## config.mk

```make
export PLATFORM = sky130hd
export DESIGN_NAME = shah_ctrl
export DESIGN_NICKNAME = d
export VERILOG_FILES = /design/src/rtl/shah_pkg.sv /design/src/rtl/shah_ctrl.sv
export SDC_FILE = /design/constraint.sdc
export NUM_CORES = 1
export LEC_CHECK = 0
export BUFFER_PORTS_ARGS = -buffer_cell sky130_fd_sc_hd__buf_4
export CELL_PAD_IN_SITES_DETAIL_PLACEMENT = 1
export CELL_PAD_IN_SITES_GLOBAL_PLACEMENT = 2
export CORE_MARGIN = 2
export CORE_UTILIZATION = 31
export CTS_BUF_LIST = sky130_fd_sc_hd__clkbuf_16
export DETAILED_ROUTE_END_ITERATION = 8
export HOLD_SLACK_MARGIN = 0.02
export MAX_ROUTING_LAYER = met4
export PLACE_DENSITY_LB_ADDON = 0.1
export SKIP_CTS_REPAIR_TIMING = 1
export SYNTH_ARGS = -nofsm -noshare
export SYNTH_HDL_FRONTEND = slang
export SYNTH_SLANG_ARGS = --single-unit
```

## constraint.sdc

```tcl
create_clock -name clk -period 2.11 [get_ports clk]
set_clock_uncertainty 0.15 [all_clocks]
set_input_delay 0.422 -clock clk [delete_from_list [all_inputs] [get_ports clk]]
set_output_delay 0.422 -clock clk [all_outputs]
set_load 0.01 [all_outputs]
```

## src/rtl/shah_pkg.sv

```systemverilog
// Shared types, codes, constants and round functions of the SHA hash engine.
`default_nettype none

package shah_pkg;

	// hash_mode register codes
	localparam logic [1:0] MODE_SHA1   = 2'd0;
	localparam logic [1:0] MODE_SHA256 = 2'd1;
	localparam logic [1:0] MODE_SHA384 = 2'd2;
	localparam logic [1:0] MODE_SHA512 = 2'd3;

	// controller states
	typedef enum logic [3:0] {
		ST_IDLE,
		ST_ABSORB,
		ST_PAD80,
		ST_PADZERO,
		ST_PADLEN,
		ST_CINIT,
		ST_CROUND,
		ST_CFINAL,
		ST_DIGEST
	} state_t;

	// source of the byte written into the block buffer
	typedef enum logic [1:0] {
		BSEL_DATA,
		BSEL_PAD80,
		BSEL_ZERO,
		BSEL_LEN
	} byte_sel_t;

	// controller to datapath
	typedef struct packed {
		logic      load_word;
		logic      write_byte;
		byte_sel_t byte_sel;
		logic      init_vars;
		logic      round_en;
		logic [6:0] round_idx;
		logic      finish_block;
		logic      start_run;
		logic      out_load;
		logic [3:0] out_idx;
		logic      out_last;
	} dp_cmd_t;

	// datapath to controller
	typedef struct packed {
		logic [1:0] mode;
		logic       fill_full;
		logic       fill_at_len;
		logic       pad_extra;
		logic       out_free;
	} dp_stat_t;

	// round constants, SHA-256 takes the upper half
	function automatic logic [63:0] round_k(input logic [6:0] t);
		logic [63:0] k;
		case (t)
			7'd0:  k = 64'h428A2F98D728AE22; 7'd1:  k = 64'h7137449123EF65CD;
			7'd2:  k = 64'hB5C0FBCFEC4D3B2F; 7'd3:  k = 64'hE9B5DBA58189DBBC;
			7'd4:  k = 64'h3956C25BF348B538; 7'd5:  k = 64'h59F111F1B605D019;
			7'd6:  k = 64'h923F82A4AF194F9B; 7'd7:  k = 64'hAB1C5ED5DA6D8118;
			7'd8:  k = 64'hD807AA98A3030242; 7'd9:  k = 64'h12835B0145706FBE;
			7'd10: k = 64'h243185BE4EE4B28C; 7'd11: k = 64'h550C7DC3D5FFB4E2;
			7'd12: k = 64'h72BE5D74F27B896F; 7'd13: k = 64'h80DEB1FE3B1696B1;
			7'd14: k = 64'h9BDC06A725C71235; 7'd15: k = 64'hC19BF174CF692694;
			7'd16: k = 64'hE49B69C19EF14AD2; 7'd17: k = 64'hEFBE4786384F25E3;
			7'd18: k = 64'h0FC19DC68B8CD5B5; 7'd19: k = 64'h240CA1CC77AC9C65;
			7'd20: k = 64'h2DE92C6F592B0275; 7'd21: k = 64'h4A7484AA6EA6E483;
			7'd22: k = 64'h5CB0A9DCBD41FBD4; 7'd23: k = 64'h76F988DA831153B5;
			7'd24: k = 64'h983E5152EE66DFAB; 7'd25: k = 64'hA831C66D2DB43210;
			7'd26: k = 64'hB00327C898FB213F; 7'd27: k = 64'hBF597FC7BEEF0EE4;
			7'd28: k = 64'hC6E00BF33DA88FC2; 7'd29: k = 64'hD5A79147930AA725;
			7'd30: k = 64'h06CA6351E003826F; 7'd31: k = 64'h142929670A0E6E70;
			7'd32: k = 64'h27B70A8546D22FFC; 7'd33: k = 64'h2E1B21385C26C926;
			7'd34: k = 64'h4D2C6DFC5AC42AED; 7'd35: k = 64'h53380D139D95B3DF;
			7'd36: k = 64'h650A73548BAF63DE; 7'd37: k = 64'h766A0ABB3C77B2A8;
			7'd38: k = 64'h81C2C92E47EDAEE6; 7'd39: k = 64'h92722C851482353B;
			7'd40: k = 64'hA2BFE8A14CF10364; 7'd41: k = 64'hA81A664BBC423001;
			7'd42: k = 64'hC24B8B70D0F89791; 7'd43: k = 64'hC76C51A30654BE30;
			7'd44: k = 64'hD192E819D6EF5218; 7'd45: k = 64'hD69906245565A910;
			7'd46: k = 64'hF40E35855771202A; 7'd47: k = 64'h106AA07032BBD1B8;
			7'd48: k = 64'h19A4C116B8D2D0C8; 7'd49: k = 64'h1E376C085141AB53;
			7'd50: k = 64'h2748774CDF8EEB99; 7'd51: k = 64'h34B0BCB5E19B48A8;
			7'd52: k = 64'h391C0CB3C5C95A63; 7'd53: k = 64'h4ED8AA4AE3418ACB;
			7'd54: k = 64'h5B9CCA4F7763E373; 7'd55: k = 64'h682E6FF3D6B2B8A3;
			7'd56: k = 64'h748F82EE5DEFB2FC; 7'd57: k = 64'h78A5636F43172F60;
			7'd58: k = 64'h84C87814A1F0AB72; 7'd59: k = 64'h8CC702081A6439EC;
			7'd60: k = 64'h90BEFFFA23631E28; 7'd61: k = 64'hA4506CEBDE82BDE9;
			7'd62: k = 64'hBEF9A3F7B2C67915; 7'd63: k = 64'hC67178F2E372532B;
			7'd64: k = 64'hCA273ECEEA26619C; 7'd65: k = 64'hD186B8C721C0C207;
			7'd66: k = 64'hEADA7DD6CDE0EB1E; 7'd67: k = 64'hF57D4F7FEE6ED178;
			7'd68: k = 64'h06F067AA72176FBA; 7'd69: k = 64'h0A637DC5A2C898A6;
			7'd70: k = 64'h113F9804BEF90DAE; 7'd71: k = 64'h1B710B35131C471B;
			7'd72: k = 64'h28DB77F523047D84; 7'd73: k = 64'h32CAAB7B40C72493;
			7'd74: k = 64'h3C9EBE0A15C9BEBC; 7'd75: k = 64'h431D67C49C100D4C;
			7'd76: k = 64'h4CC5D4BECB3E42B6; 7'd77: k = 64'h597F299CFC657E2A;
			7'd78: k = 64'h5FCB6FAB3AD6FAEC; 7'd79: k = 64'h6C44198C4A475817;
			default: k = 64'h0;
		endcase
		return k;
	endfunction

	// initial chain word i of a mode
	function automatic logic [63:0] init_hash(input logic [1:0] mode, input logic [2:0] i);
		logic [63:0] s512;
		logic [63:0] s384;
		logic [31:0] s1;
		case (i)
			3'd0: s512 = 64'h6A09E667F3BCC908; 3'd1: s512 = 64'hBB67AE8584CAA73B;
			3'd2: s512 = 64'h3C6EF372FE94F82B; 3'd3: s512 = 64'hA54FF53A5F1D36F1;
			3'd4: s512 = 64'h510E527FADE682D1; 3'd5: s512 = 64'h9B05688C2B3E6C1F;
			3'd6: s512 = 64'h1F83D9ABFB41BD6B; default: s512 = 64'h5BE0CD19137E2179;
		endcase
		case (i)
			3'd0: s384 = 64'hCBBB9D5DC1059ED8; 3'd1: s384 = 64'h629A292A367CD507;
			3'd2: s384 = 64'h9159015A3070DD17; 3'd3: s384 = 64'h152FECD8F70E5939;
			3'd4: s384 = 64'h67332667FFC00B31; 3'd5: s384 = 64'h8EB44A8768581511;
			3'd6: s384 = 64'hDB0C2E0D64F98FA7; default: s384 = 64'h47B5481DBEFA4FA4;
		endcase
		case (i)
			3'd0: s1 = 32'h67452301; 3'd1: s1 = 32'hEFCDAB89;
			3'd2: s1 = 32'h98BADCFE; 3'd3: s1 = 32'h10325476;
			3'd4: s1 = 32'hC3D2E1F0; default: s1 = 32'h0;
		endcase
		case (mode)
			MODE_SHA1:   return {32'h0, s1};
			MODE_SHA256: return {32'h0, s512[63:32]};
			MODE_SHA384: return s384;
			default:     return s512;
		endcase
	endfunction

	function automatic logic [31:0] rr32(input logic [31:0] x, input int unsigned s);
		return (x >> s) | (x << (32 - s));
	endfunction

	function automatic logic [63:0] rr64(input logic [63:0] x, input int unsigned s);
		return (x >> s) | (x << (64 - s));
	endfunction

endpackage

`default_nettype wire

```

## src/rtl/shah_ctrl.sv

```systemverilog
// Controller: sequences byte absorb, padding, compression rounds and digest transfers.
`default_nettype none

module shah_ctrl (
	input  wire logic               clk,
	input  wire logic               arst_n,
	input  wire logic               in_valid,
	output logic                    in_stall,
	input  wire logic [3:0]         valid_bytes,
	input  wire logic               message_last,
	input  wire shah_pkg::dp_stat_t stat,
	output shah_pkg::dp_cmd_t       cmd
);
	import shah_pkg::*;

	state_t     state_q, state_d;
	state_t     ret_q, ret_d;
	logic [3:0] left_q, left_d;
	logic       last_q, last_d;
	logic       extra_q, extra_d;
	logic [6:0] round_q, round_d;
	logic [3:0] idx_q, idx_d;
	logic [6:0] round_end;
	logic [3:0] idx_end;

	assign in_stall = state_q != ST_IDLE;

	// rounds per block and digest length by mode
	always_comb begin
		round_end = (stat.mode == MODE_SHA256) ? 7'd63 : 7'd79;
		case (stat.mode)
			MODE_SHA1:   idx_end = 4'd4;
			MODE_SHA256: idx_end = 4'd7;
			MODE_SHA384: idx_end = 4'd11;
			default:     idx_end = 4'd15;
		endcase
	end

	always_ff @(posedge clk or negedge arst_n) begin
		if (!arst_n) begin
			state_q <= ST_IDLE;
			ret_q   <= ST_IDLE;
			left_q  <= 4'd0;
			last_q  <= 1'b0;
			extra_q <= 1'b0;
			round_q <= 7'd0;
			idx_q   <= 4'd0;
		end else begin
			state_q <= state_d;
			ret_q   <= ret_d;
			left_q  <= left_d;
			last_q  <= last_d;
			extra_q <= extra_d;
			round_q <= round_d;
			idx_q   <= idx_d;
		end
	end

	// next state and commands
	always_comb begin
		state_d = state_q;
		ret_d   = ret_q;
		left_d  = left_q;
		last_d  = last_q;
		extra_d = extra_q;
		round_d = round_q;
		idx_d   = idx_q;
		cmd           = '0;
		cmd.byte_sel  = BSEL_DATA;
		cmd.round_idx = round_q;
		cmd.out_idx   = idx_q;
		unique case (state_q)
			ST_IDLE: begin
				if (in_valid) begin
					cmd.load_word = 1'b1;
					left_d  = (valid_bytes > 4'd8) ? 4'd8 : valid_bytes;
					last_d  = message_last;
					state_d = ST_ABSORB;
				end
			end
			ST_ABSORB: begin
				if (left_q == 4'd0) begin
					state_d = last_q ? ST_PAD80 : ST_IDLE;
				end else begin
					cmd.write_byte = 1'b1;
					left_d = left_q - 4'd1;
					if (stat.fill_full) begin
						ret_d   = ST_ABSORB;
						state_d = ST_CINIT;
					end
				end
			end
			ST_PAD80: begin
				cmd.write_byte = 1'b1;
				cmd.byte_sel   = BSEL_PAD80;
				if (stat.fill_full) begin
					extra_d = 1'b0;
					ret_d   = ST_PADZERO;
					state_d = ST_CINIT;
				end else begin
					extra_d = stat.pad_extra;
					state_d = ST_PADZERO;
				end
			end
			ST_PADZERO: begin
				if (stat.fill_at_len && !extra_q) begin
					state_d = ST_PADLEN;
				end else begin
					cmd.write_byte = 1'b1;
					cmd.byte_sel   = BSEL_ZERO;
					if (stat.fill_full) begin
						extra_d = 1'b0;
						ret_d   = ST_PADZERO;
						state_d = ST_CINIT;
					end
				end
			end
			ST_PADLEN: begin
				cmd.write_byte = 1'b1;
				cmd.byte_sel   = BSEL_LEN;
				if (stat.fill_full) begin
					ret_d   = ST_DIGEST;
					state_d = ST_CINIT;
				end
			end
			ST_CINIT: begin
				cmd.init_vars = 1'b1;
				round_d = 7'd0;
				state_d = ST_CROUND;
			end
			ST_CROUND: begin
				cmd.round_en = 1'b1;
				round_d = round_q + 7'd1;
				if (round_q == round_end)
					state_d = ST_CFINAL;
			end
			ST_CFINAL: begin
				cmd.finish_block = 1'b1;
				idx_d   = 4'd0;
				state_d = ret_q;
			end
			ST_DIGEST: begin
				if (stat.out_free) begin
					cmd.out_load = 1'b1;
					cmd.out_last = idx_q == idx_end;
					idx_d = idx_q + 4'd1;
					if (idx_q == idx_end) begin
						cmd.start_run = 1'b1;
						state_d = ST_IDLE;
					end
				end
			end
			default: state_d = ST_IDLE;
		endcase
	end

	// checks
	a_round_range: assert property (@(posedge clk) disable iff (!arst_n)
		state_q == ST_CROUND |-> round_q <= round_end)
		else $error("round counter past end of block");
	a_idx_range: assert property (@(posedge clk) disable iff (!arst_n)
		state_q == ST_DIGEST |-> idx_q <= idx_end)
		else $error("digest index past end");
	a_extra_scope: assert property (@(posedge clk) disable iff (!arst_n)
		extra_q |-> (state_q == ST_PADZERO || state_q == ST_CINIT
			|| state_q == ST_CROUND || state_q == ST_CFINAL))
		else $error("padding extra-block flag outside padding");
	a_left_range: assert property (@(posedge clk) disable iff (!arst_n)
		left_q <= 4'd8)
		else $error("byte count above eight");

endmodule

`default_nettype wire

```

==> impl_results.md <==
- Worst setup EP type: output port
- Worst-path maximum fanout: 4
- Clock tree buffer depth: 2
- H-tree depth: 1
- Area after DPL: 1960 um2
- Worst-Margin Slew: between 0.4 and 0.5 ns
- Via Count: 1539
- Via density: just over 5
- Arr. time, crit path: 1.72 ns
- Largest net degree at the start of global routing: 25
- 1st-pass router iterations: 4
- Vias in the first global route: 1557
- Share of layout cells above drive strength 1: 38.9%
- F_max: 437 MHz
- Clk pin slew, worst setup/hold paths: approximately 0.060 ns
- DP HPWL: around 3300 um
- # Max-Cap Violations: 0
- Layout area overhead: 46.9%
- Grt total ovfl: 0
- Overall routing resource usage: 17.1%
- Port Buf Inserts: 35
- Initial core utilization: 32.2%
- Sequential area share after synthesis: approximately two fifths
- Status: finished with violations
- Largest area contributor in the netlist: dfrtp_1
- Slowest cell delay on critical path: roughly 0.5 ns
- Mapped Area: 1520 um2
- Overall Power: 2.95 mW
- Core Box Area: about 4700 um2
- P_leak: around 1.1 nW
- CP Cell Sequence: or4bb_1 > o22ai_2 > nor2_1 > nor2_2 > buf_4
- Finish-stage setup viols: 3
- Synthesized flop and latch total: 24
- Slowest stage cell, crit path: or4bb_1
- Share of Yosys cell area claimed by the top area cell type: 39.5%
- Worst VDD drop: between 0.5 and 0.6 mV
- Post-synth EDFFs: 0
- Fin. max-slew vios: 0
- Critical Path RT: 1.54 ns
- Antenna-violating nets left: 0
- Final instance area: roughly 2200 um2
- Post-route DRC: 0
- Ys flop type: dfrtp_1
- Initial DRC Count: 55
- Most frequent cells in the layout: buf_4, dfrtp_1, o21ai_0
- Crit Path Category: flop to output port
- Async SR Flop Fraction: 100%
- ANT cells: 0
- CTS tree: yes
- Synth area leaders: dfrtp_1, o21ai_0, nor2_1, inv_1, ha_1
- Global-route wire length before repair: 7220 um
- Netlist cell types: 47
- Synth Instances: between 150 and 200
- RSZ-0062 raised after global routing: true
- Worst setup SP type: flop
- Worst path bufs/invs: 1
- Pwr dens: approximately 1300 nW/um2
- Worst-Skew Late Latency: 0.26 ns
- Mean Syn Cell Area: about 8.7 um2
- Avg WL per Cell: between 15 and 20 um
- I/O Pins: 36
- Slew HR: between 60% and 70%
- # clock sinks: 24
- Root Driver: clkbuf_16
- Hold Violations, Final: 0
- Placer Congestion: 0.791
- Total Die Area: ~5500 um2
- Die Height: 74.0 um
- Num CTS Buffers: 3
- Antenna violations before repair: 0
- Syn Nets: roughly 190
- Worst hold path type: input pin to flop
- Tcrit/Tclk final: 109%
- Tmin final: 2.29 ns
- Fin nets: between 200 and 250
- Final setup margin: -0.181 ns
- Die X-Extent: approximately 74 um
- Failing checks: setup timing
- # rows: 25
- Hold_ws: 0.246 ns
- Commonest non-fill, non-tap cell in the layout: buf_4
- Pre-CTS setup slack: -0.0563 ns
- Final wirelength: 4460 um
- Critical path's top delay family: simple AND/OR/NAND/NOR gates
- Warnings from Yosys: 0
## final timing paths
| path | from | to | slack [ns] | depth (start not counted) |
|---|---|---|---|---|
| worst min register to register | ret_q[1]$_DFFE_PN0P_ | ret_q[1]$_DFFE_PN0P_ | 0.37 | 1 |
| worst max-delay path | idx_q[2]$_DFFE_PN0P_ | cmd[0] | -0.18 | 5 |
| min in group asynchronous | arst_n | extra_q$_DFFE_PN0P_ | 0.46 | 2 |
| worst max register to register | state_q[1]$_DFFE_PN0P_ | ret_q[0]$_DFFE_PN0P_ | 0.07 | 6 |
| max in group asynchronous | arst_n | idx_q[2]$_DFFE_PN0P_ | 1.08 | 2 |
| worst min-delay path | stat[3] | extra_q$_DFFE_PN0P_ | 0.25 | 2 |
## worst register-to-register path, delay by kind of cell, from the launching register on
family          cells  cell delay [ns]
flops               1             0.47
buf+inv             2             0.37
simple gates        2             0.33
compound gates      1             0.30
mux                 1             0.30
## per-layer routing
layer  wire length [um]  track usage [%]
met5                  0                -
met4                 21             2.42
met3                175             3.52
met2               2280             29.1
met1               1990             21.5
## Yosys cell counts, types with 2 or more instances
master and number:
a21oi_1 7, a22o_1 2, a22oi_1 3, a31oi_1 5
and3_1 5, buf_4 2, clkbuf_1 5, dfrtp_1 24
ha_1 3, inv_1 13, mux2_4 2, mux2i_1 2
nand2_1 10, nand2b_1 2, nand3_1 4, nand4_1 4
nor2_1 16, nor2b_1 5, nor3_1 6, nor3b_1 3
o21ai_0 18, o22ai_1 4, or4b_1 2, xor2_1 4
## where the power goes
group	switching, mW	internal, mW	total [mW]
sequential	0.136	0.595	0.732
combinational	0.840	0.825	1.66
clock	0.171	0.377	0.549
## registers in the layout, summed over array words and instances (netlist names)
name,flops
state_q,4
extra_q,1
ret_q,3
idx_q,4
left_q,4
last_q,1
round_q,7
## area by class of cell
type / instances / area (um2)
clock buffer: 3 / 75.1
multi-input combinational: 128 / 938
inverter: 13 / 48.8
tap: 67 / 83.8
timing repair buffer: 60 / 454
fill: 547 / 2490
clock inverter: 1 / 30.0
sequential: 24 / 603
## through the flow
step	util, %	TNS, ns	instances
after floorplan	-	0	174
after global placement	41.4	0	283
after detailed placement	41.4	-0.112	283
after CTS	43.7	-0.752	287
after global routing	47.3	-0.610	296
final	47.3	-0.446	296
## cells by family after synthesis
kind of cell / count (synthesis) / share of synthesized area (%)
flip-flops: 24 / 39.5
XOR/XNOR: 5 / 2.88
AO/OA/AOI/OAI: 47 / 19.9
AND/OR/NAND/NOR: 68 / 25.2
buffers and inverters: 22 / 6.01
adder cells (fa/ha/maj): 3 / 2.47
multiplexers: 5 / 4.03
Note: power is estimated with default switching activity, not from simulation.
